<file path="src/rtl/arpc_pkg.sv">
// types, constants and microcode table of the arp cache
package arpc_pkg;

    localparam int ENTRIES_DEF = 16;
    localparam int IP_W        = 32;
    localparam int MAC_W       = 48;
    localparam int TIME_W      = 32;
    localparam int SLOT_W      = 4;

    typedef enum logic [2:0] {
        ST_IDLE,
        ST_SCAN,
        ST_HIT,
        ST_MISS,
        ST_EVICT
    } step_t;

    typedef enum logic [2:0] {
        OP_WAIT,
        OP_SCAN,
        OP_EMIT_HIT,
        OP_EMIT_MISS,
        OP_EMIT_EVICT
    } uc_op_t;

    typedef struct packed {
        uc_op_t op;
        step_t  tgt_a;
        step_t  tgt_b;
        step_t  tgt_c;
    } uc_word_t;

    typedef struct packed {
        logic in_fire;
        logic match;
        logic last;
        logic add;
        logic out_free;
    } cond_t;

    typedef struct packed {
        uc_op_t op;
        logic   emit;
    } ctrl_t;

    function automatic uc_word_t uc_rom(input step_t step);
        uc_word_t w;
        w = '{op: OP_WAIT, tgt_a: ST_IDLE, tgt_b: ST_IDLE, tgt_c: ST_IDLE};
        case (step)
            ST_IDLE:  w = '{op: OP_WAIT, tgt_a: ST_SCAN, tgt_b: ST_IDLE, tgt_c: ST_IDLE};
            ST_SCAN:  w = '{op: OP_SCAN, tgt_a: ST_HIT, tgt_b: ST_MISS, tgt_c: ST_EVICT};
            ST_HIT:   w = '{op: OP_EMIT_HIT, tgt_a: ST_IDLE, tgt_b: ST_IDLE, tgt_c: ST_IDLE};
            ST_MISS:  w = '{op: OP_EMIT_MISS, tgt_a: ST_IDLE, tgt_b: ST_IDLE, tgt_c: ST_IDLE};
            ST_EVICT: w = '{op: OP_EMIT_EVICT, tgt_a: ST_IDLE, tgt_b: ST_IDLE, tgt_c: ST_IDLE};
            default:  w = '{op: OP_WAIT, tgt_a: ST_IDLE, tgt_b: ST_IDLE, tgt_c: ST_IDLE};
        endcase
        return w;
    endfunction

endpackage

</file>
<file path="src/rtl/arpc_table.sv">
// entry storage with per-entry valid bits and registered read
module arpc_table #(
    parameter int ENTRIES = arpc_pkg::ENTRIES_DEF,
    parameter int IW      = $clog2(ENTRIES)
) (
    input  logic                        clk,
    input  logic                        rst_n,
    input  logic [IW-1:0]               rd_addr,
    output logic [arpc_pkg::IP_W-1:0]   rd_ip,
    output logic [arpc_pkg::MAC_W-1:0]  rd_mac,
    output logic [arpc_pkg::TIME_W-1:0] rd_time,
    input  logic                        wr_en,
    input  logic [IW-1:0]               wr_addr,
    input  logic [arpc_pkg::IP_W-1:0]   wr_ip,
    input  logic [arpc_pkg::MAC_W-1:0]  wr_mac,
    input  logic [arpc_pkg::TIME_W-1:0] wr_time
);

    logic [arpc_pkg::IP_W-1:0]   ip_mem   [ENTRIES];
    logic [arpc_pkg::MAC_W-1:0]  mac_mem  [ENTRIES];
    logic [arpc_pkg::TIME_W-1:0] time_mem [ENTRIES];
    logic [ENTRIES-1:0]          vld_reg;

    logic                        rd_vld_reg;
    logic [arpc_pkg::IP_W-1:0]   rd_ip_reg;
    logic [arpc_pkg::MAC_W-1:0]  rd_mac_reg;
    logic [arpc_pkg::TIME_W-1:0] rd_time_reg;

    always_ff @(posedge clk or negedge rst_n)
    begin
        if (!rst_n)
        begin
            vld_reg    <= '0;
            rd_vld_reg <= 1'b0;
        end
        else
        begin
            if (wr_en)
            begin
                vld_reg[wr_addr] <= 1'b1;
            end
            rd_vld_reg <= vld_reg[rd_addr];
        end
    end

    always_ff @(posedge clk)
    begin
        if (wr_en)
        begin
            ip_mem[wr_addr]   <= wr_ip;
            mac_mem[wr_addr]  <= wr_mac;
            time_mem[wr_addr] <= wr_time;
        end
        rd_ip_reg   <= ip_mem[rd_addr];
        rd_mac_reg  <= mac_mem[rd_addr];
        rd_time_reg <= time_mem[rd_addr];
    end

    // entries never written read as the cleared value
    assign rd_ip   = rd_vld_reg ? rd_ip_reg   : '0;
    assign rd_mac  = rd_vld_reg ? rd_mac_reg  : '0;
    assign rd_time = rd_vld_reg ? rd_time_reg : '0;

endmodule

</file>
<file path="src/rtl/arpc_seq.sv">
// microcode sequencer: step register, control rom and jumps
module arpc_seq (
    input  logic            clk,
    input  logic            rst_n,
    input  arpc_pkg::cond_t cond,
    output arpc_pkg::ctrl_t ctrl
);

    arpc_pkg::step_t    step_reg;
    arpc_pkg::step_t    step_next;
    arpc_pkg::uc_word_t word;

    always_ff @(posedge clk or negedge rst_n)
    begin
        if (!rst_n)
        begin
            step_reg <= arpc_pkg::ST_IDLE;
        end
        else
        begin
            step_reg <= step_next;
        end
    end

    always_comb
    begin
        word      = arpc_pkg::uc_rom(step_reg);
        step_next = step_reg;
        ctrl.op   = word.op;
        ctrl.emit = 1'b0;
        case (word.op)
            arpc_pkg::OP_WAIT:
            begin
                if (cond.in_fire)
                begin
                    step_next = word.tgt_a;
                end
            end
            arpc_pkg::OP_SCAN:
            begin
                if (cond.match)
                begin
                    step_next = word.tgt_a;
                end
                else if (cond.last)
                begin
                    step_next = cond.add ? word.tgt_c : word.tgt_b;
                end
            end
            arpc_pkg::OP_EMIT_HIT, arpc_pkg::OP_EMIT_MISS, arpc_pkg::OP_EMIT_EVICT:
            begin
                if (cond.out_free)
                begin
                    ctrl.emit = 1'b1;
                    step_next = word.tgt_a;
                end
            end
            default:
            begin
                step_next = arpc_pkg::ST_IDLE;
            end
        endcase
    end

endmodule

</file>
<file path="src/rtl/arp_cache_oldest_replace.sv">
// top level of the arp cache: scan datapath, result register, sequencer and table
//
//  channel  | direction | handshake            | word
//  ---------+-----------+----------------------+----------------------------------------
//  input    | in        | in_valid / in_stall  | mode, ip_address, mac_address, now_ms
//  output   | out       | out_valid / out_stall| found, mac_out, slot_index
//
// one word accepted when idle; entries are checked one per cycle in index order
// a scan that stops at slot k ends in a hit step, one that reaches the last slot
// with no match in a miss step for a lookup or an evict step for an add; that step
// registers the result, and the next word can be taken in the idle step after it
// reset clears the valid bits of all entries at once, so every slot reads empty
// out_stall holds the result register; the final step waits until it is free
module arp_cache_oldest_replace #(
    parameter int ENTRIES = arpc_pkg::ENTRIES_DEF
) (
    input  logic                        clk,
    input  logic                        rst_n,
    input  logic                        in_valid,
    output logic                        in_stall,
    input  logic                        mode,
    input  logic [arpc_pkg::IP_W-1:0]   ip_address,
    input  logic [arpc_pkg::MAC_W-1:0]  mac_address,
    input  logic [arpc_pkg::TIME_W-1:0] now_ms,
    output logic                        out_valid,
    input  logic                        out_stall,
    output logic                        found,
    output logic [arpc_pkg::MAC_W-1:0]  mac_out,
    output logic [arpc_pkg::SLOT_W-1:0] slot_index
);

    localparam int IW = $clog2(ENTRIES);
    localparam logic [IW-1:0] LAST_IDX = IW'(ENTRIES - 1);

    arpc_pkg::cond_t cond;
    arpc_pkg::ctrl_t ctrl;

    logic                        mode_reg;
    logic [arpc_pkg::IP_W-1:0]   ip_reg;
    logic [arpc_pkg::MAC_W-1:0]  mac_reg;
    logic [arpc_pkg::TIME_W-1:0] now_reg;

    logic [IW-1:0]               idx_reg;
    logic [IW-1:0]               idx_next;
    logic [IW-1:0]               oldest_reg;
    logic [IW-1:0]               oldest_next;
    logic [arpc_pkg::TIME_W-1:0] oldest_time_reg;
    logic [arpc_pkg::TIME_W-1:0] oldest_time_next;

    logic                        out_valid_reg;
    logic                        out_valid_next;
    logic                        found_reg;
    logic                        found_next;
    logic [arpc_pkg::MAC_W-1:0]  mac_out_reg;
    logic [arpc_pkg::MAC_W-1:0]  mac_out_next;
    logic [arpc_pkg::SLOT_W-1:0] slot_reg;
    logic [arpc_pkg::SLOT_W-1:0] slot_next;

    logic [arpc_pkg::IP_W-1:0]   rd_ip;
    logic [arpc_pkg::MAC_W-1:0]  rd_mac;
    logic [arpc_pkg::TIME_W-1:0] rd_time;
    logic                        wr_en;
    logic [IW-1:0]               wr_addr;
    logic                        in_fire;
    logic                        ip_eq;
    logic                        slot_empty;

    arpc_seq u_seq (
        .clk   (clk),
        .rst_n (rst_n),
        .cond  (cond),
        .ctrl  (ctrl)
    );

    arpc_table #(
        .ENTRIES (ENTRIES),
        .IW      (IW)
    ) u_table (
        .clk     (clk),
        .rst_n   (rst_n),
        .rd_addr (idx_next),
        .rd_ip   (rd_ip),
        .rd_mac  (rd_mac),
        .rd_time (rd_time),
        .wr_en   (wr_en),
        .wr_addr (wr_addr),
        .wr_ip   (ip_reg),
        .wr_mac  (mac_reg),
        .wr_time (now_reg)
    );

    assign in_stall   = (ctrl.op != arpc_pkg::OP_WAIT);
    assign in_fire    = in_valid && !in_stall;
    assign ip_eq      = (rd_ip == ip_reg);
    assign slot_empty = (rd_ip == '0);

    assign cond.in_fire  = in_fire;
    assign cond.match    = mode_reg ? (ip_eq || slot_empty) : ip_eq;
    assign cond.last     = (idx_reg == LAST_IDX);
    assign cond.add      = mode_reg;
    assign cond.out_free = !out_valid_reg || !out_stall;

    assign wr_en   = ctrl.emit && ((ctrl.op == arpc_pkg::OP_EMIT_EVICT) ||
                     ((ctrl.op == arpc_pkg::OP_EMIT_HIT) && mode_reg));
    assign wr_addr = (ctrl.op == arpc_pkg::OP_EMIT_EVICT) ? oldest_reg : idx_reg;

    always_comb
    begin
        idx_next         = idx_reg;
        oldest_next      = oldest_reg;
        oldest_time_next = oldest_time_reg;
        found_next       = found_reg;
        mac_out_next     = mac_out_reg;
        slot_next        = slot_reg;
        out_valid_next   = out_valid_reg && out_stall;
        case (ctrl.op)
            arpc_pkg::OP_WAIT:
            begin
                idx_next = '0;
            end
            arpc_pkg::OP_SCAN:
            begin
                // oldest tracking, first slot seeds it
                if ((idx_reg == '0) || (rd_time < oldest_time_reg))
                begin
                    oldest_next      = idx_reg;
                    oldest_time_next = rd_time;
                end
                if (!cond.match && !cond.last)
                begin
                    idx_next = idx_reg + IW'(1);
                end
            end
            arpc_pkg::OP_EMIT_HIT:
            begin
                if (ctrl.emit)
                begin
                    out_valid_next = 1'b1;
                    found_next     = 1'b1;
                    mac_out_next   = mode_reg ? '0 : rd_mac;
                    slot_next      = arpc_pkg::SLOT_W'(idx_reg);
                end
            end
            arpc_pkg::OP_EMIT_MISS:
            begin
                if (ctrl.emit)
                begin
                    out_valid_next = 1'b1;
                    found_next     = 1'b0;
                    mac_out_next   = '0;
                    slot_next      = '0;
                end
            end
            arpc_pkg::OP_EMIT_EVICT:
            begin
                if (ctrl.emit)
                begin
                    out_valid_next = 1'b1;
                    found_next     = 1'b0;
                    mac_out_next   = '0;
                    slot_next      = arpc_pkg::SLOT_W'(oldest_reg);
                end
            end
            default:
            begin
                idx_next = '0;
            end
        endcase
    end

    always_ff @(posedge clk or negedge rst_n)
    begin
        if (!rst_n)
        begin
            out_valid_reg <= 1'b0;
            idx_reg       <= '0;
        end
        else
        begin
            out_valid_reg <= out_valid_next;
            idx_reg       <= idx_next;
        end
    end

    always_ff @(posedge clk)
    begin
        if (in_fire)
        begin
            mode_reg <= mode;
            ip_reg   <= ip_address;
            mac_reg  <= mac_address;
            now_reg  <= now_ms;
        end
        oldest_reg      <= oldest_next;
        oldest_time_reg <= oldest_time_next;
        found_reg       <= found_next;
        mac_out_reg     <= mac_out_next;
        slot_reg        <= slot_next;
    end

    assign out_valid  = out_valid_reg;
    assign found      = found_reg;
    assign mac_out    = mac_out_reg;
    assign slot_index = slot_reg;

endmodule

</file>
<file path="config.mk">
export PLATFORM = sky130hd
export DESIGN_NAME = arp_cache_oldest_replace
export DESIGN_NICKNAME = d
export VERILOG_FILES = /design/src/rtl/arpc_pkg.sv /design/src/rtl/arpc_table.sv /design/src/rtl/arpc_seq.sv /design/src/rtl/arp_cache_oldest_replace.sv
export SDC_FILE = /design/constraint.sdc
export NUM_CORES = 2
export LEC_CHECK = 0
export ABC_AREA = 1
export BUFFER_PORTS_ARGS = -buffer_cell sky130_fd_sc_hd__buf_2
export CAP_MARGIN = 20
export CORE_ASPECT_RATIO = 2
export CORE_MARGIN = 4
export CORE_UTILIZATION = 46
export DETAILED_ROUTE_END_ITERATION = 10
export PLACE_DENSITY = 0.7
export SLEW_MARGIN = 20
export SYNTH_ARGS = -nofsm -noshare
export SYNTH_HDL_FRONTEND = slang
export SYNTH_SLANG_ARGS = --single-unit
</file>
<file path="constraint.sdc">
create_clock -name clk -period 11.8 [get_ports clk]
set_input_delay 1.77 -clock clk [delete_from_list [all_inputs] [get_ports clk]]
set_output_delay 1.77 -clock clk [all_outputs]
set_load 0.05 [all_outputs]
</file>
==> impl_metrics.csv <==
group,metric,value,unit
clocking,htree_num_levels,4,
cells_and_area,reg_top3,"u_table.mac_mem (768), u_table.ip_mem (512), u_table.time_mem (512)",
logic_synthesis,synth_top_area_share,66.5,%
timing,finClkSkew,0.0548,ns
pwr,power_leakage,40.0,nW
outcome,status,"completed",
clocking,cts_made_buffers,180,
pwr,p_per_area,239,mW/mm2
worst_setup_path,worstSetupStartpointType,"register",
logic_synthesis,yosysMostFrequentCell,"edfxtp_1",
timing,fmax,148,MHz
route,drc,0,
timing,hold_violations,0,
clocking,clk_latency,0.84,ns
clocking,hold_buffers,0,
global_route,grt_pass1_wl,356000,um
pwr,pwr-share-clk,26.0,%
cells_and_area,drive_gt1_share,6.92,%
placed_design,pre_cts_ws,5.18,ns
route,vias,59800,
worst_setup_path,ff2ff_path_depth,18,
die,start_util,46.3,%
worst_setup_path,cp.arrival,7.43,ns
timing,whs,0.460,ns
pwr,peakVddDrop,0.000309,V
die,core-area,0.195,mm2
die,pin_count,172,
logic_synthesis,synth_warnings,0,
clocking,cts_root_buf,"clkbuf_16",
logic_synthesis,synthesis.area,0.0900,mm2
placed_design,place.gp.congestion,0.842,
cells_and_area,largest_reg_flops,768,
worst_setup_path,path_max_fanout,224,
logic_synthesis,avgSynthCellArea,11.2,um2
global_route,first_global_vias,60100,
logic_synthesis,synthDistinctLibCells,29,
clocking,cts_resized,0,
cells_and_area,area_delta_synth_final,9.89,%
clocking,cts_tree,"yes",
clocking,cts-root-to-sink-buffers,4,
cells_and_area,fin_nets,8204,
route,drt_iter0_markers,6148,
job,maxCapViolCount,0,
pwr,p_seq_share,42.2,%
route,drt_pass1_iterations,6,
timing,setup_viol,0,
cells_and_area,nFillCells,16300,
timing,fin_crit_sh,57.2,%
cells_and_area,regMostFlops,"u_table.mac_mem",
die,fp-row-count,229,
timing,worst_pin_slew,1.18,ns
cells_and_area,final_area,0.0989,mm2
logic_synthesis,yosys.area.top_type,"edfxtp_1",
logic_synthesis,async_flop_share,1.17,%
placed_design,place_area,0.0929,mm2
logic_synthesis,synth_nets,8218,
logic_synthesis,ys_ff_latch,2131,
placed_design,io_buffers,171,
pwr,p_int,14.9,mW
hold_path,hold_depth,2,
timing,setup_slack,5.05,ns
global_route,overflow,0,
pwr,combPwrFrac,31.7,%
cells_and_area,post-route-util,50.8,%
global_route,track_usage,23.0,%
worst_setup_path,path_class,"register to register",
worst_setup_path,cp_data_required_time,12.48,ns
timing,slew_viol_final,0,
clocking,postCtsSetupRepairBufs,0,
clocking,cts.sinks,2131,
logic_synthesis,seq_area_frac_synth,69.7,%
timing,setup_tns,0,ns
pwr,switching_share,36.9,%
logic_synthesis,synthCells,8068,
worst_setup_path,cp-end-kind,"register",
die,dieArea,0.203,mm2
die,chipHeight,634,um
logic_synthesis,ys_top_cells_by_area,"edfxtp_1, nand3_1, inv_1, nand2_1, nand3b_1",
clocking,path_clk_slew,0.07,ns
die,die_w,321,um
route,via_per_inst,5.56,
placed_design,hpwl,120000,um
timing,rsz0062_at_grt,"false",
global_route,antenna_found_initial,4,
timing,slew_headroom,21.3,%
logic_synthesis,synth_common_cells,"edfxtp_1, nand3_1, inv_1",
route,wl,239000,um
global_route,grt_max_degree,225,
route,wire_per_inst,22.3,um
pwr,power_switching,8.72,mW
logic_synthesis,synth-main-ff-cell,"edfxtp_1",
logic_synthesis,synth_edf_count,1994,
timing,fin_crit,6.75,ns
hold_path,hp-class,"register to register",
route,antenna_left,0,
layer usage:
metal	up-vias	GRT usage [%]	share of wire (%)
met5	-	0	0.0084
met4	2	12.0	5.4
met3	748	2.98	7.8
met2	2896	41.1	50
met1	29300	26.9	36
li1	26800	-	-
worst max-delay path: stages (launching register included):
cell and delay, ns:
dfrtp_4 1.13, nand2_1 0.26, or2_0 0.28, nand3_1 0.07, nor2_1 0.04, nand2_1 0.06
nor2_1 0.05, nand2_2 0.15, nand3_2 0.14, nor2_2 0.27, nand2_8 0.59, nand2_8 1.03
buf_4 0.74, buf_12 0.71, nand2_1 0.13, nand3_1 0.12, nand3_1 0.12, nand3_1 0.14
nand2_1 0.11
final timing paths:
check | end | slack [ns] | startpoint
min in group asynchronous | u_table.vld_reg[13] | 0.94 | rst_n
max reg2reg | u_table.rd_time_reg[20] | 5.05 | u_table.rd_vld_reg
min | u_table.vld_reg[11] | 0.46 | u_table.vld_reg[11]
max | u_table.rd_time_reg[20] | 5.05 | u_table.rd_vld_reg
max in group asynchronous | u_table.rd_vld_reg | 10.41 | rst_n
min reg2reg | u_table.vld_reg[11] | 0.46 | u_table.vld_reg[11]
cell families after synthesis:
group / Yosys count / synth area share, %
AOI/OAI and AO/OA: 62 / 0.364
xor gates and xnor gates: 1 / 0.00973
adders and majority gates: 33 / 0.459
buffers and inverters: 1989 / 8.84
DFF: 2131 / 69.7
and+or+nand+nor: 3852 / 20.6
cell usage in the layout, fill, tap and decap left out, types with 75 or more instances in the layout:
cell / count
nand3_1: 1857
nand3b_1: 456
clkbuf_16: 185
dfxtp_1: 112
buf_4: 85
buf_2: 171
edfxtp_1: 1994
inv_1: 1522
nor2_1: 75
nand2_1: 1423
power by group through the flow:
| stage | clock network (mW) | registers, mW | logic (mW) |
|---|---|---|---|
| 2_1_floorplan | 0 | 10.0 | 5.31 |
| 3_3_place_gp | 0 | 10.1 | 7.26 |
| 3_5_place_dp | 0 | 10.1 | 7.43 |
| 4_1_cts | 6.23 | 9.98 | 7.49 |
| 5_1_grt | 6.52 | 10.0 | 8.30 |
| 6_report | 6.16 | 9.98 | 7.51 |
stage by stage:
stage               power, mW  std cells
floorplan                15.4       8068
global placement         17.4      10400
detailed placement       17.6      10400
CTS                      23.7      10700
global route             24.9      10700
finish                   23.6      10700
cell type report:
type	instances	area, um2	share of cell area (%)
Multi-Input combinational cell	3948	19500	19.7
Tap cell	2541	3180	3.21
Antenna cell	2	5.00	0.00506
Clock buffer	245	5000	5.06
Clock inverter	79	987	0.998
Timing Repair Buffer	267	1710	1.73
Inverter	1526	5750	5.81
Sequential cell	2131	62700	63.5
No activity file was read; power rests on OpenSTA's default activity.
